File: src/sv/bse_pkg.sv
// Shared types, constants and helpers for the battery state-of-charge estimator.
package bse_pkg;

    localparam int LEVEL_W = 25;
    localparam int MV_W    = 13;

    localparam logic signed [LEVEL_W-1:0] LEVEL_FULL   = 25'sd100000;
    localparam logic signed [LEVEL_W-1:0] LEVEL_MIN    = -25'sd100000;
    localparam logic signed [LEVEL_W-1:0] LEVEL_MAX    = 25'sd10100000;
    localparam logic signed [LEVEL_W-1:0] CV_STEP      = 25'sd107;
    localparam logic signed [LEVEL_W-1:0] CHG_STEP     = 25'sd300;
    localparam logic signed [LEVEL_W-1:0] CHR_BOOST    = 25'sd2000;
    localparam logic signed [LEVEL_W-1:0] CHR_BOOST_LT = 25'sd1000;
    localparam logic signed [LEVEL_W-1:0] DRAIN_STEP   = 25'sd100;
    localparam logic [16:0] FULL_SCALE   = 17'd100000;
    localparam logic [16:0] CC_END_SCALE = 17'd80000;
    localparam logic [MV_W-1:0] MIN_VALID_MV = 13'd2000;

    // scaled reciprocals: ceil(2^34/1000) and ceil(2^26/5), exact for inputs below 2^24
    localparam logic [24:0] RECIP_1000 = 25'd17179870;
    localparam logic [23:0] RECIP_5    = 24'd13421773;

    localparam logic [2:0] ACT_SKIP  = 3'd0;
    localparam logic [2:0] ACT_UPD   = 3'd1;
    localparam logic [2:0] ACT_RECAL = 3'd2;
    localparam logic [2:0] ACT_CRIT  = 3'd3;
    localparam logic [2:0] ACT_LOW   = 3'd4;

    localparam logic [2:0] REG_STORED   = 3'd0;
    localparam logic [2:0] REG_FULL     = 3'd1;
    localparam logic [2:0] REG_EMPTY    = 3'd2;
    localparam logic [2:0] REG_CRIT     = 3'd3;
    localparam logic [2:0] REG_CC_START = 3'd4;
    localparam logic [2:0] REG_CC_END   = 3'd5;
    localparam logic [2:0] REG_SETTLE   = 3'd6;
    localparam logic [2:0] REG_LOW_LIM  = 3'd7;

    // numerator and quotient widths of the shared divider: 100000*8191 < 2^30
    localparam int DIV_N_W = 30;
    localparam int DIV_Q_W = 17;

    typedef struct packed {
        logic [MV_W-1:0] vbat_mv;
        logic            charging;
        logic [31:0]     now_ms;
    } sample_t;

    typedef struct packed {
        logic [6:0] percent;
        logic       percent_valid;
        logic [2:0] action;
        logic       save;
    } result_t;

    typedef struct packed {
        logic               start;
        logic [DIV_N_W-1:0] num;
        logic [MV_W-1:0]    den;
    } div_req_t;

    typedef struct packed {
        logic               done;
        logic [DIV_Q_W-1:0] quo;
    } div_rsp_t;

    // level / 1000 toward zero, +1 below one, clamped 0..100
    function automatic logic [6:0] level_to_percent(input logic signed [LEVEL_W-1:0] lvl);
        logic [LEVEL_W-1:0]        mag;
        logic [2*LEVEL_W-1:0]      prod;
        logic signed [LEVEL_W-1:0] p;
        begin
            mag  = lvl[LEVEL_W-1] ? LEVEL_W'(-lvl) : LEVEL_W'(lvl);
            prod = (2*LEVEL_W)'(mag) * (2*LEVEL_W)'(RECIP_1000);
            p    = $signed(LEVEL_W'(prod[2*LEVEL_W-1:34]));
            if (lvl[LEVEL_W-1]) p = -p;
            if (p < 25'sd1) p = p + 25'sd1;
            if (p < 25'sd0) p = '0;
            if (p > 25'sd100) p = 25'sd100;
            return p[6:0];
        end
    endfunction

endpackage

File: src/sv/bse_divider.sv
// Restoring bit-serial divider, one quotient bit per cycle.
module bse_divider
(
    input  logic              clk,
    input  logic              rst_n,
    input  bse_pkg::div_req_t req,
    output bse_pkg::div_rsp_t rsp
);
    import bse_pkg::*;

    logic [DIV_N_W-1:0] num_reg, num_next;
    logic [MV_W:0]      rem_reg, rem_next;
    logic [MV_W-1:0]    den_reg, den_next;
    logic [DIV_Q_W-1:0] quo_reg, quo_next;
    logic [4:0]         cnt_reg, cnt_next;
    logic               busy_reg, busy_next;
    logic               done_reg, done_next;
    logic [MV_W+1:0]    trial;

    // quotient fits 17 bits, so the top 13 numerator bits divided by den are zero
    always_comb
    begin
        num_next  = num_reg;
        rem_next  = rem_reg;
        den_next  = den_reg;
        quo_next  = quo_reg;
        cnt_next  = cnt_reg;
        busy_next = busy_reg;
        done_next = 1'b0;
        trial     = '0;
        if (req.start)
        begin
            num_next  = req.num << (DIV_N_W - DIV_Q_W);
            rem_next  = {1'b0, req.num[DIV_N_W-1:DIV_Q_W]};
            den_next  = req.den;
            cnt_next  = 5'(DIV_Q_W);
            busy_next = 1'b1;
        end
        else if (busy_reg)
        begin
            trial = {rem_reg, num_reg[DIV_N_W-1]} - {2'b00, den_reg};
            if (!trial[MV_W+1])
            begin
                rem_next = trial[MV_W:0];
                quo_next = {quo_reg[DIV_Q_W-2:0], 1'b1};
            end
            else
            begin
                rem_next = {rem_reg[MV_W-1:0], num_reg[DIV_N_W-1]};
                quo_next = {quo_reg[DIV_Q_W-2:0], 1'b0};
            end
            num_next = num_reg << 1;
            cnt_next = cnt_reg - 5'd1;
            if (cnt_reg == 5'd1)
            begin
                busy_next = 1'b0;
                done_next = 1'b1;
            end
        end
    end

    always_ff @(posedge clk or negedge rst_n)
    begin
        if (!rst_n)
        begin
            busy_reg <= 1'b0;
            done_reg <= 1'b0;
            cnt_reg  <= '0;
        end
        else
        begin
            busy_reg <= busy_next;
            done_reg <= done_next;
            cnt_reg  <= cnt_next;
        end
    end

    always_ff @(posedge clk)
    begin
        num_reg <= num_next;
        rem_reg <= rem_next;
        den_reg <= den_next;
        quo_reg <= quo_next;
    end

    assign rsp.done = done_reg;
    assign rsp.quo  = quo_reg;
endmodule
File: config.mk
export PLATFORM = sky130hd
export DESIGN_NAME = bse_divider
export DESIGN_NICKNAME = d
export VERILOG_FILES = /design/src/sv/bse_pkg.sv /design/src/sv/bse_divider.sv
export SDC_FILE = /design/constraint.sdc
export NUM_CORES = 1
export LEC_CHECK = 0
export BUFFER_PORTS_ARGS = -buffer_cell sky130_fd_sc_hd__buf_2
export CAP_MARGIN = 25
export CORE_UTILIZATION = 30
export CTS_CLUSTER_SIZE = 10
export DETAILED_ROUTE_END_ITERATION = 8
export GPL_ROUTABILITY_DRIVEN = 0
export PLACE_DENSITY_LB_ADDON = 0.15
export SETUP_SLACK_MARGIN = 0.5
export SLEW_MARGIN = 30
export SYNTH_ARGS = -nofsm -noshare
export SYNTH_HDL_FRONTEND = slang
export SYNTH_SLANG_ARGS = --single-unit
export TNS_END_PERCENT = 10
File: constraint.sdc
create_clock -name clk -period 2.9 [get_ports clk]
set_input_delay 0.145 -clock clk [delete_from_list [all_inputs] [get_ports clk]]
set_output_delay 0.145 -clock clk [all_outputs]
set_load 0.005 [all_outputs]
======== Word level (Yosys, flattened, before mapping) ========
Cells that the tools add are included.
operators by class
  add/subtract/negate cells ............... 2
  multiply operators ...................... 0
  div/mod/pow operators ................... 0
  magnitude comparators ................... 0
  equality and inequality tests ........... 1
  shift operators ......................... 0
  multiplexer cells ....................... 14
  bitwise logic cells ..................... 1
  reductions and logical operators ........ 2
operators by type and width
  kind                                                                   count
  30-bit two-way mux                                                     2
  13-bit two-way mux                                                     2
  15-bit by 13-bit subtractor with 15-bit output                         1
  14-bit two-way mux                                                     1
  5-bit two-way mux                                                      2
  1-bit two-way mux                                                      7
  5-bit by 1-bit equality test with 1-bit output, second input constant  1
  5-bit by 1-bit subtractor with 5-bit output, second input constant     1
  2-bit AND reduction                                                    1
  2-bit nonzero test                                                     1
  1-bit NOT                                                              1
storage, ports and cells
  bits in registers ....................... 68
  latch bits .............................. 0
  RAM bits ................................ 0
  memory bits (read-only) ................. 0
  memories ................................ 0

======== Longest topological paths before layout ========
Gate-level depths: netlist of the first run.
  word-level depth ........................ 4
  mapped depth ............................ 11
  mapped depth without buffers ............ 10

======== Worst setup path after synthesis of the first run ========
Ideal clock, no wire load.
  path kind ............................... flip-flop to flip-flop
  start ................................... register num_reg[29]
  end ..................................... register rem_reg[3] (data pin)
  library setup time ...................... 0.260 ns
  arrival time ............................ 2.530 ns
  required time ........................... 2.640 ns
  slack ................................... 0.110 ns
  cell stages (with the launch flop) ...... 11
  cell sequence ........................... edfxtp_1 > inv_1 > ha_1 > fa_1 > nand2b_1 > a21oi_4 > o211ai_4 > a31oi_4 > xor2_4 > mux2_1 > mux2_2
on the way
  cells in the longest elaborated chain, start to end .. 4
RTL lines
  element                                         line               source
  start, declared                                 bse_divider.sv:11  logic [DIV_N_W-1:0] num_reg, num_next;
  start signal, assigned                          bse_divider.sv:80  num_reg <= num_next;
  15-bit by 13-bit subtractor with 15-bit output  bse_divider.sv:41  trial = {rem_reg, num_reg[DIV_N_W-1]} - {2'b00, den_reg};
  14-bit two-way mux                              bse_divider.sv:42  if (!trial[MV_W+1])
  13-bit two-way mux                              bse_divider.sv:39  else if (busy_reg)
  13-bit two-way mux                              bse_divider.sv:31  if (req.start)
  net rem_next[3]                                 bse_divider.sv:12  logic [MV_W:0] rem_reg, rem_next;
  end signal, assigned                            bse_divider.sv:81  rem_reg <= rem_next;
  end, declared                                   bse_divider.sv:12
The timed path passes the listed nets, and every way through them passes these cells. The select of a mux whose other input is x is not followed.
A chain may end at the register's enable or synchronous reset.

======== Worst setup path in the final report of the first run ========
  start ................................... register den_reg[0]
  end ..................................... register rem_reg[3] (data pin)
on the way
  cells in the longest elaborated chain, start to end .. 4
RTL lines
  element                                         line               source
  start, declared                                 bse_divider.sv:13  logic [MV_W-1:0] den_reg, den_next;
  start signal, assigned                          bse_divider.sv:82  den_reg <= den_next;
  15-bit by 13-bit subtractor with 15-bit output  bse_divider.sv:41
  14-bit two-way mux                              bse_divider.sv:42
  13-bit two-way mux                              bse_divider.sv:39
  13-bit two-way mux                              bse_divider.sv:31
  net rem_next[3]                                 bse_divider.sv:12
The timed path passes the listed nets, and every way through them passes these cells. The select of a mux whose other input is x is not followed.

==> results of run 1 <==
[metal layers]
layer	global-route usage (%)	up-vias	wire length [um]
met3	5.02	10	420
met2	18.0	67	2710
met1	15.8	1006	3080
met4	5.28	0	110
li1	-	1086	-
met5	0	-	0
[cells in the mapped netlist, types with 2 or more instances]
master    instances
nand2_1          21
inv_1            19
o311ai_1          2
dfrtp_1           7
xnor2_1           9
nor3_1            4
nor2b_1           2
a31oi_1           4
edfxtp_1         60
nand2b_1          5
clkbuf_1          6
mux2i_1           8
o21ai_0           3
nor2_1           13
ha_1             15
o21ai_1          10
mux2_2           17
xor2_1            7
a21oi_1           7
nor3b_1           2
a21o_1            5
nand3_1           2
[repair_timing]
item | in CTS | in global routing
endpoints found under the hold margin | 20 | 0
endpoints found under the setup margin | 14 | 14
gates resized for setup | 1 | 1
hold buffers | 14 | 0
pin swaps | 2 | 2
buffers inserted | 2 | 0
[how the worst max path moves through the flow]
| stage | to | from | slack, ns |
|---|---|---|---|
| 4_1_cts | rem_reg[3] | den_reg[0] | 0.27 |
| 3_3_place_gp | rem_reg[3] | num_reg[29] | 0.28 |
| 6_report | rem_reg[3] | den_reg[0] | 0.28 |
| 5_1_grt | rem_reg[3] | num_reg[29] | 0.16 |
| 3_5_place_dp | rem_reg[3] | den_reg[0] | 0.24 |
| 2_1_floorplan | rem_reg[3] | num_reg[29] | 0.20 |
[final cells by class]
| cell class | count | share of cell area [%] |
|---|---|---|
| multi-input cells | 156 | 29.3 |
| inverters | 19 | 1.68 |
| clock inverters | 6 | 2.62 |
| well taps | 140 | 4.12 |
| clock buffers | 10 | 3.23 |
| repair buffers | 83 | 12.1 |
| flip-flops and latches | 68 | 46.9 |
[power by group through the flow]
stage	clock network, mW	registers, mW	logic [mW]
floorplan	0	1.53	1.29
global placement	0	1.58	1.61
detailed placement	0	1.58	1.63
CTS	1.01	1.56	1.68
global route	1.03	1.60	1.88
finish	0.968	1.56	1.67
[kinds of logic (layout without fill, tap and decap cells)]
logic type | Yosys count | count (layout)
multiplexers | 26 | 26
XOR/XNOR | 17 | 17
AO/OA/AOI/OAI | 43 | 43
buffers and inverters | 28 | 118
adder cells (fa/ha/maj) | 16 | 16
AND/OR/NAND/NOR | 54 | 54
flip-flops | 68 | 68
[worst register-to-register path, delay by kind of cell (launching register included)]
kind                     cells  cell delay, ns
AO/OA/AOI/OAI                3            0.53
XOR/XNOR                     1            0.21
adder cells (fa/ha/maj)      2            0.55
flip-flops                   1            0.38
multiplexers                 2            0.56
AND/OR/NAND/NOR              1            0.16
[through the flow]
step | cell area (um^2) | setup WS, ns
after floorplan | 3360 | 0.196
after global placement | 3840 | 0.279
after detailed placement | 3840 | 0.239
after CTS | 4250 | 0.270
after global routing | 4260 | 0.157
final | 4260 | 0.284
[cell usage in the layout, fill, tap and decap left out, types with 3 or more instances in the layout]
master | Yosys | routed
dlygate4sd3_1 | 0 | 14
mux2_2 | 17 | 17
bufinv_16 | 0 | 3
mux2i_1 | 8 | 8
xnor2_1 | 9 | 9
xor2_1 | 7 | 7
clkbuf_8 | 0 | 10
buf_2 | 0 | 63
nand2_1 | 21 | 21
o21ai_1 | 10 | 10
edfxtp_1 | 60 | 60
a21oi_1 | 7 | 7
ha_1 | 15 | 14
buf_4 | 1 | 4
a31oi_1 | 4 | 4
nand2b_1 | 5 | 4
nor2_1 | 13 | 13
nor3_1 | 4 | 4
o21ai_0 | 3 | 3
a21o_1 | 5 | 5
dfrtp_1 | 7 | 7
inv_1 | 19 | 19
==> impl_metrics.env, run 1 <==
export IMPL_peakVddDrop_mv=0.364
export IMPL_yosysWarnings=0
export IMPL_outcome="finished, final reports clean"
export IMPL_area_growth_pct=27.3
export IMPL_powerDensity_mw_per_mm2=985
export IMPL_power_frac_comb_pct=39.7
export IMPL_synth_xor_area_share_pct=5.01
export IMPL_worst_hold_slack_ns=0.0742
export IMPL_clk_root_buffer_cell="clkbuf_8"
export IMPL_period_needed_ns=2.62
export IMPL_grt_pass1_wl_mm=10.4
export IMPL_htreeDepth=3
export IMPL_hp_class="in2reg"
export IMPL_gr_total_overflow=0
export IMPL_p_clk_share_pct=23.1
export IMPL_setup_tns_ns=0
export IMPL_rsz0062_at_grt="yes"
export IMPL_synth_top_family_by_area="compound AO/OA/AOI/OAI gates"
export IMPL_rows=38
export IMPL_yosysSeqAreaShare_pct=59.7
export IMPL_path_max_fanout=3
export IMPL_post_route_drc_count=0
export IMPL_regArea_mm2=0.00200
export IMPL_final_max_slew_viol_count=0
export IMPL_fp_dieW_um=108
export IMPL_clock_sinks=68
export IMPL_design_die_area_mm2=0.0116
export IMPL_hold_viol_final=0
export IMPL_syn_num_nets=314
export IMPL_fin_skew_ns=0.0152
export IMPL_multi_input_area_mm2=0.00125
export IMPL_muxShareOfSynthArea_pct=8.46
export IMPL_timing_fmax_ghz=0.382
export IMPL_r2r_start="den_reg[0]"
export IMPL_antenna_found_initial=0
export IMPL_cp_start_kind="register"
export IMPL_final_util_pct=39.3
export IMPL_r2r_end="rem_reg[3]"
export IMPL_synth_avg_cell_area_um2=13.3
export IMPL_synth_compound_area_share_pct=9.51
export IMPL_grt_use_total_pct=12.2
export IMPL_io_pins=64
export IMPL_p_sw_mw=1.38
export IMPL_synth_simple_area_share_pct=7.60
export IMPL_p_int_mw=2.81
export IMPL_whs_path_depth=3
export IMPL_slowest_delay_ns=0.38
export IMPL_slowest_stage="edfxtp_1"
export IMPL_routed_wl_mm=6.32
export IMPL_crit_buf_inv=0
export IMPL_syn_area_mm2=0.00334
export IMPL_vias=2169
export IMPL_fin_crit_sh_pct=90.2
export IMPL_required_ns=3.02
export IMPL_avgViaCountPerCell=4.50
export IMPL_critical_path_arrival_ns=2.73
export IMPL_p_leak_nw=1.80
export IMPL_tightest_slew_ns=0.777
export IMPL_synth_edf_count=60
export IMPL_syn_instance_count=252
export IMPL_crit_path_end_kind="register"
export IMPL_switching_share_pct=32.9
export IMPL_grt_pass1_vias=2205
export IMPL_ys_top_cells_by_area="edfxtp_1 54%, mux2_2 5.7%, ha_1 5.6%, dfrtp_1 5.2%, mux2i_1 2.4%"
export IMPL_wl_per_cell_um=13.1
export IMPL_io_buffers=63
export IMPL_yosys_area_top_type_share_pct=53.9
export IMPL_setup_viol=0
export IMPL_holdPathEnd="rem_reg[2]"
export IMPL_nets=399
export IMPL_clkSlewWorstSetupHoldPaths_ns=0.08
export IMPL_async_reset_ff_share_pct=10.3
export IMPL_synthAdderAreaFrac_pct=6.21
export IMPL_core_mm2=0.0108
export IMPL_dp_cells=450
export IMPL_firstDrtPassIters=4
export IMPL_die_y_um=108
export IMPL_synth_seq_cells=68
export IMPL_grt_max_degree=43
export IMPL_synth_flop_cell="edfxtp_1"
export IMPL_ys_types=46
export IMPL_reg2regPathDepth=9
export IMPL_p_seq_share_pct=37.2
export IMPL_cts_tree="built"
export IMPL_total_power_mw=4.19
export IMPL_fillCellCount=1092
export IMPL_critical_path_class="reg2reg"
export IMPL_hpwl_mm=4.40
export IMPL_clk_latency_ns=0.36
export IMPL_yosys_area_top_type="edfxtp_1"
export IMPL_cts_buffers=9
export IMPL_relSlewSlack_pct=48.2
export IMPL_drt_iter0_markers=87
export IMPL_maxCapViolCount=0
export IMPL_r2r_slack_ns=0.28
export IMPL_fin_cells=482
export IMPL_antenna_cells=0
export IMPL_cp_depth=9
export IMPL_drive_gt1_share_pct=33.0
export IMPL_ant_nets=0
export IMPL_path_cells="ha_2 -> fa_2 -> nand2b_4 -> a21oi_4 -> o211ai_4 -> a31oi_4 -> xor2_4 -> mux2_4 -> mux2_2"
export IMPL_start_util_pct=30.8
export IMPL_clk_path_buf_depth=2
export IMPL_path_delay_family="multiplexers"
export IMPL_hp_start="req[32]"
Power figures use the tool's default switching activity.
==> run 2: changes to the inputs <==
CELL_PAD_IN_SITES_DETAIL_PLACEMENT = 1   (was unset)
CELL_PAD_IN_SITES_GLOBAL_PLACEMENT = 2   (was unset)
==> run 2 against run 1 <==
Utilization shrank 0.72 points. Critical endpoint unchanged. Count of clock-buffer cells in the layout did not move. First-iteration DRC count is 32% lower. Combinational power about the same. Via count is 0.92% higher. Register-to-register slack worse by 0.05 ns. Sequential cell count unchanged. Fmax fell by 2.1%. Sequential power is essentially flat. Clock skew shrank 0.0071 ns. Non-clock buffer count unchanged. Critical path depth unchanged.
==> impl_metrics.env, run 2 (synthesis gave the netlist of run 1 again) <==
export IMPL_drt_iter0_markers=59
export IMPL_timing_fmax_ghz=0.374
export IMPL_grt_pass1_vias=2255
export IMPL_final_max_slew_viol_count=0
export IMPL_htreeDepth=3
export IMPL_whs_path_depth=2
export IMPL_fillCellCount=1185
export IMPL_r2r_end="rem_reg[3]"
export IMPL_firstDrtPassIters=4
export IMPL_core_mm2=0.0108
export IMPL_drive_gt1_share_pct=32.5
export IMPL_regArea_mm2=0.00200
export IMPL_slowest_stage="edfxtp_1"
export IMPL_holdPathEnd="num_reg[13]"
export IMPL_outcome="finished, final reports clean"
export IMPL_fin_skew_ns=0.00806
export IMPL_cts_buffers=9
export IMPL_grt_max_degree=43
export IMPL_path_max_fanout=3
export IMPL_ant_nets=0
export IMPL_final_cell_mix="63 x buf_2, 60 x edfxtp_1, 21 x nand2_1"
export IMPL_period_needed_ns=2.67
export IMPL_post_route_drc_count=0
export IMPL_peakVddDrop_mv=0.356
export IMPL_hold_viol_final=0
export IMPL_antenna_found_initial=0
export IMPL_slowest_delay_ns=0.38
export IMPL_hp_start="req[13]"
export IMPL_die_y_um=108
export IMPL_r2r_start="den_reg[0]"
export IMPL_multi_input_area_mm2=0.00125
export IMPL_design_die_area_mm2=0.0116
export IMPL_crit_path_end_kind="register"
export IMPL_rows=38
export IMPL_wl_per_cell_um=14.2
export IMPL_gr_total_overflow=0
export IMPL_cp_start_kind="register"
export IMPL_cts_tree="built"
export IMPL_p_leak_nw=1.76
export IMPL_final_util_pct=38.5
export IMPL_vias=2189
export IMPL_grt_pass1_wl_mm=11.2
export IMPL_clk_root_buffer_cell="clkbuf_8"
export IMPL_start_util_pct=30.8
export IMPL_critical_path_arrival_ns=2.79
export IMPL_clock_sinks=68
export IMPL_setup_viol=0
export IMPL_path_cells="ha_2 -> fa_2 -> nand2b_4 -> a21oi_4 -> o211ai_4 -> a31oi_4 -> xor2_4 -> mux2_4 -> mux2_2"
export IMPL_critical_path_class="reg2reg"
export IMPL_io_buffers=63
export IMPL_routed_wl_mm=6.83
export IMPL_dp_cells=451
export IMPL_clk_latency_ns=0.36
export IMPL_fin_cells=482
export IMPL_powerDensity_mw_per_mm2=957
export IMPL_fin_crit_sh_pct=92.1
export IMPL_nets=399
export IMPL_area_growth_pct=25.0
export IMPL_grt_use_total_pct=13.2
export IMPL_reg2regPathDepth=9
export IMPL_clkSlewWorstSetupHoldPaths_ns=0.08
export IMPL_required_ns=3.02
export IMPL_clk_path_buf_depth=2
export IMPL_setup_tns_ns=0
export IMPL_tightest_slew_ns=0.760
export IMPL_final_common_cell="buf_2"
export IMPL_fp_dieW_um=108
export IMPL_rsz0062_at_grt="yes"
export IMPL_hp_class="in2reg"
export IMPL_antenna_cells=0
export IMPL_avgViaCountPerCell=4.54
export IMPL_r2r_slack_ns=0.23
export IMPL_relSlewSlack_pct=49.3
export IMPL_maxCapViolCount=0
export IMPL_hpwl_mm=4.74
export IMPL_io_pins=64
[run 2: cell types whose count changed in the layout (fill, tap and decap cells not counted)]
cell / delta
clkbuf_8: -1
clkinv_1: +1
clkinv_4: -1
buf_4: +1
bufinv_16: -2
buf_12: -1
clkinv_2: +2
clkbuf_1: +1
[run 2: worst max path at each step]
stage                start          to
3_3_place_gp   num_reg[29]  rem_reg[3]
6_report        den_reg[0]  rem_reg[3]
3_5_place_dp    den_reg[0]  rem_reg[9]
2_1_floorplan  num_reg[29]  rem_reg[3]
4_1_cts         den_reg[0]  rem_reg[3]
5_1_grt         den_reg[0]  rem_reg[3]
[run 2: what timing repair did]
| item | 4_1_cts | 5_1_grt |
|---|---|---|
| hold endpoints to repair | 20 | 0 |
| pin swaps | 2 | 2 |
| resized for setup | 2 | 0 |
| setup endpoints to repair | 14 | 14 |
| hold buffers | 14 | 0 |
| buffers inserted | 1 | 0 |
[run 2: metal layers]
layer | vias up | track usage [%] | wire length [um] | share of wire [%]
met4 | 0 | 4.40 | 104 | 1.5
li1 | 1081 | - | - | -
met3 | 9 | 5.93 | 391 | 5.7
met5 | - | 0 | 0 | 0
met2 | 49 | 19.6 | 3100 | 45
met1 | 1050 | 16.9 | 3240 | 47
[run 2: layout make-up]
class,count,share of cell area [%]
Inverter,19,1.71
Multi-Input combinational cell,156,29.8
Sequential cell,68,47.8
Timing Repair Buffer,83,12.1
Tap cell,140,4.19
Clock buffer,10,3.05
Clock inverter,6,1.35
[run 2: power breakdown]
part	switching, mW	internal (mW)
logic	0.859	0.808
clock network	0.376	0.390
registers	0.159	1.40
[run 2: metrics by stage]
stage / instance area [um^2] / worst slack (ns) / total power [mW] / hold WS [ns]
6_report: 4180 / 0.229 / 4.00 / 0.0666
5_1_grt: 4180 / 0.133 / 4.31 / 0.0561
4_1_cts: 4180 / 0.208 / 4.09 / 0.0387
3_5_place_dp: 3840 / 0.197 / 3.24 / -0.00203
3_3_place_gp: 3840 / 0.259 / 3.23 / -0.00492
2_1_floorplan: 3360 / 0.196 / 2.82 / -0.151
[run 2: worst max-delay path, delay by kind of cell, from the launching register on]
family          cells  cell delay [ns]
simple gates        1             0.16
xor+xnor            1             0.22
mux                 2             0.56
fa+ha+maj           2             0.56
compound gates      3             0.55
flops               1             0.38
==> run 3: changes to the inputs <==
ABC_AREA = 1   (was unset)
==> run 3 against run 2 <==
The run now ends with DRC left. Sequential cell count stayed put. Power up 4.4%. Fmax increased by 21%. Highest routed layer unchanged. Count of clock-buffer cells in the layout unchanged. Utilization increased by 0.63 points. Clock skew decreased by 0.0024 ns. Register-to-register slack better by 0.47 ns. Die area is 7.3% higher. Cell count grew 33%. Largest power group unchanged. Non-clock buffer count down 1. Sequential power decreased by 8%.
==> impl_metrics.env, run 3 <==
export IMPL_yosys_area_top_type_share_pct=50.2
export IMPL_clk_root_buffer_cell="clkbuf_16"
export IMPL_synthAdderAreaFrac_pct=5.78
export IMPL_cts_tree="built"
export IMPL_io_buffers=63
export IMPL_crit_path_end_kind="register"
export IMPL_p_leak_nw=2.25
export IMPL_critical_path_arrival_ns=2.29
export IMPL_htreeDepth=3
export IMPL_outcome="finished with violations"
export IMPL_synth_flop_cell="edfxtp_1"
export IMPL_dp_slack_ns=0.528
export IMPL_syn_instance_count=410
export IMPL_die_y_um=111
export IMPL_io_pins=64
export IMPL_total_power_mw=4.17
export IMPL_synth_top_family_by_area="simple AND/OR/NAND/NOR gates"
export IMPL_p_clk_share_pct=25.7
export IMPL_crit_top_cell="nand2_1"
export IMPL_firstDrtPassIters=6
export IMPL_critical_path_class="reg2reg"
export IMPL_grt_use_total_pct=15.4
export IMPL_yosys_area_top_type="edfxtp_1"
export IMPL_r2r_start="rem_reg[8]"
export IMPL_antenna_cells=0
export IMPL_hp_start="req[13]"
export IMPL_ant_nets=0
export IMPL_peakVddDrop_mv=0.371
export IMPL_cts_buffers=9
export IMPL_relSlewSlack_pct=46.4
export IMPL_synth_simple_area_share_pct=26.6
export IMPL_switching_share_pct=37.9
export IMPL_crit_start="rem_reg[8]"
export IMPL_syn_num_nets=472
export IMPL_synth_compound_area_share_pct=2.37
export IMPL_violations="DRC"
export IMPL_cp_start_kind="register"
export IMPL_final_util_pct=39.2
export IMPL_nets=556
export IMPL_path_delay_family="simple AND/OR/NAND/NOR gates"
export IMPL_dp_cells=611
export IMPL_final_common_cell="nand2_1"
export IMPL_fin_ws_ns=0.694
export IMPL_syn_area_mm2=0.00359
export IMPL_synth_seq_cells=68
export IMPL_wl_per_cell_um=13.6
export IMPL_power_frac_comb_pct=40.1
export IMPL_path_max_fanout=14
export IMPL_ys_top_cells_by_area="edfxtp_1 50%, nand2_1 18%, inv_1 6.1%, ha_1 5.2%, dfrtp_1 4.9%"
export IMPL_maxCapViolCount=0
export IMPL_hpwl_mm=6.27
export IMPL_routed_wl_mm=8.70
export IMPL_clock_sinks=68
export IMPL_synth_edf_count=60
export IMPL_p_seq_share_pct=34.2
export IMPL_slowest_delay_ns=0.39
export IMPL_period_needed_ns=2.21
export IMPL_rows=39
export IMPL_yosysWarnings=0
export IMPL_slowest_stage="edfxtp_1"
export IMPL_tightest_slew_ns=0.804
export IMPL_clk_path_buf_depth=2
export IMPL_clkSlewWorstSetupHoldPaths_ns=0.05
export IMPL_p_sw_mw=1.58
export IMPL_fin_crit_sh_pct=76.1
export IMPL_gr_total_overflow=0
export IMPL_fillCellCount=1394
export IMPL_fp_dieW_um=111
export IMPL_fin_cells=641
export IMPL_setup_viol=0
export IMPL_clk_latency_ns=0.34
export IMPL_timing_fmax_ghz=0.453
export IMPL_hold_viol_final=0
export IMPL_muxShareOfSynthArea_pct=0
export IMPL_start_util_pct=31.1
export IMPL_required_ns=2.99
export IMPL_setup_tns_ns=0
export IMPL_final_cell_mix="168 x nand2_1, 63 x buf_2, 60 x edfxtp_1"
export IMPL_final_max_slew_viol_count=0
export IMPL_grt_pass1_wl_mm=14.6
export IMPL_drive_gt1_share_pct=19.5
export IMPL_crit_buf_inv=0
export IMPL_antenna_found_initial=0
export IMPL_synth_xor_area_share_pct=1.71
export IMPL_post_route_drc_count=7
export IMPL_yosysMostFrequentCell="nand2_1"
export IMPL_design_die_area_mm2=0.0124
export IMPL_grt_max_degree=32
export IMPL_avgViaCountPerCell=4.46
export IMPL_ys_types=28
export IMPL_hp_class="in2reg"
export IMPL_p_int_mw=2.59
export IMPL_grt_pass1_vias=3023
export IMPL_synth_avg_cell_area_um2=8.76
export IMPL_path_cells="ha_1 -> a21oi_1 -> nand2_1 -> a21oi_2 -> nand3_2 -> nand2_8 -> nand2_1 -> nand3_1 -> nand2_1"
export IMPL_fin_skew_ns=0.00569
export IMPL_powerDensity_mw_per_mm2=921
export IMPL_ys_top_cells_by_count="169 x nand2_1, 60 x edfxtp_1, 58 x inv_1, 27 x nand3_1, 21 x nor2_1"
export IMPL_rsz0062_at_grt="no"
export IMPL_vias=2858
export IMPL_core_mm2=0.0116
export IMPL_drt_iter0_markers=108
export IMPL_area_growth_pct=26.1
export IMPL_yosysSeqAreaShare_pct=55.6
export IMPL_async_reset_ff_share_pct=10.3
run 3: changes by cell type after synthesis, sizes merged, moves of 5 or more:
cell,previous run,this run
nand3,2,28
mux2,18,0
a21o,5,0
xor2,8,1
a31oi,5,0
mux2i,8,0
nand2b,5,0
nand2,21,175
nor2,13,21
inv,19,60
o21ai,13,5
run 3: power groups by stage:
stage,Clock [mW],Combinational (mW),Sequential (mW)
floorplan,0,1.22,1.42
global placement,0,1.59,1.44
detailed placement,0,1.61,1.45
CTS,1.11,1.65,1.43
global route,1.15,1.93,1.46
finish,1.07,1.67,1.43
run 3: worst reg2reg max path: cells and delay by family (launching register included):
kind | cells | cell delay [ns]
fa+ha+maj | 1 | 0.37
flops | 1 | 0.39
compound gates | 2 | 0.46
simple gates | 6 | 0.72
run 3: stage by stage:
step           hold slack (ns)  instance area (um^2)
5_1_grt                 0.0714                  4530
6_report                0.0652                  4530
3_3_place_gp          -0.00752                  4060
3_5_place_dp          -0.00104                  4060
4_1_cts                 0.0503                  4490
2_1_floorplan           -0.151                  3590
run 3: worst paths after layout:
kind	slack, ns	endpoint	cells past startpoint
worst max-delay path	0.69	rem_reg[8]	9
worst min-delay path	0.07	num_reg[13]	3
worst max register to register	0.69	rem_reg[8]	9
worst min register to register	0.44	quo_reg[8]	0
max in group asynchronous	2.55	cnt_reg[4]	2
min in group asynchronous	0.17	cnt_reg[1]	2
run 3: cell families after synthesis:
group,Yosys count
buffers and inverters,70
XOR/XNOR,7
AND/OR/NAND/NOR,233
AO/OA/AOI/OAI,16
flip-flops,68
adder cells (fa/ha/maj),16
run 3: final cells by class:
cell class                 instances  area (um^2)  share of cell area (%)
clock buffer                      10          229                    5.06
clock inverter                     5         53.8                    1.19
inverter                          60          225                    4.97
multi-input combinational        273         1350                    29.9
sequential                        68         2000                    44.1
tap                              143          179                    3.95
timing repair buffer              82          493                    10.9
run 3: what timing repair did:
item                                   in CTS  in global routing
pin swaps                                   0                  2
resized for setup                           1                  7
endpoints found under the hold margin      20                  0
setup buffers                               0                  0
setup endpoints to repair                   1                 13
hold buffers                               14                  0
cloned                                      0                  1
run 3: per-layer routing:
layer	wire length, um	global-route usage (%)	vias to the layer above
met5	0	0	-
met2	4100	24.5	48
li1	-	-	1472
met4	165	7.84	0
met3	290	3.48	11
met1	4140	19.6	1327
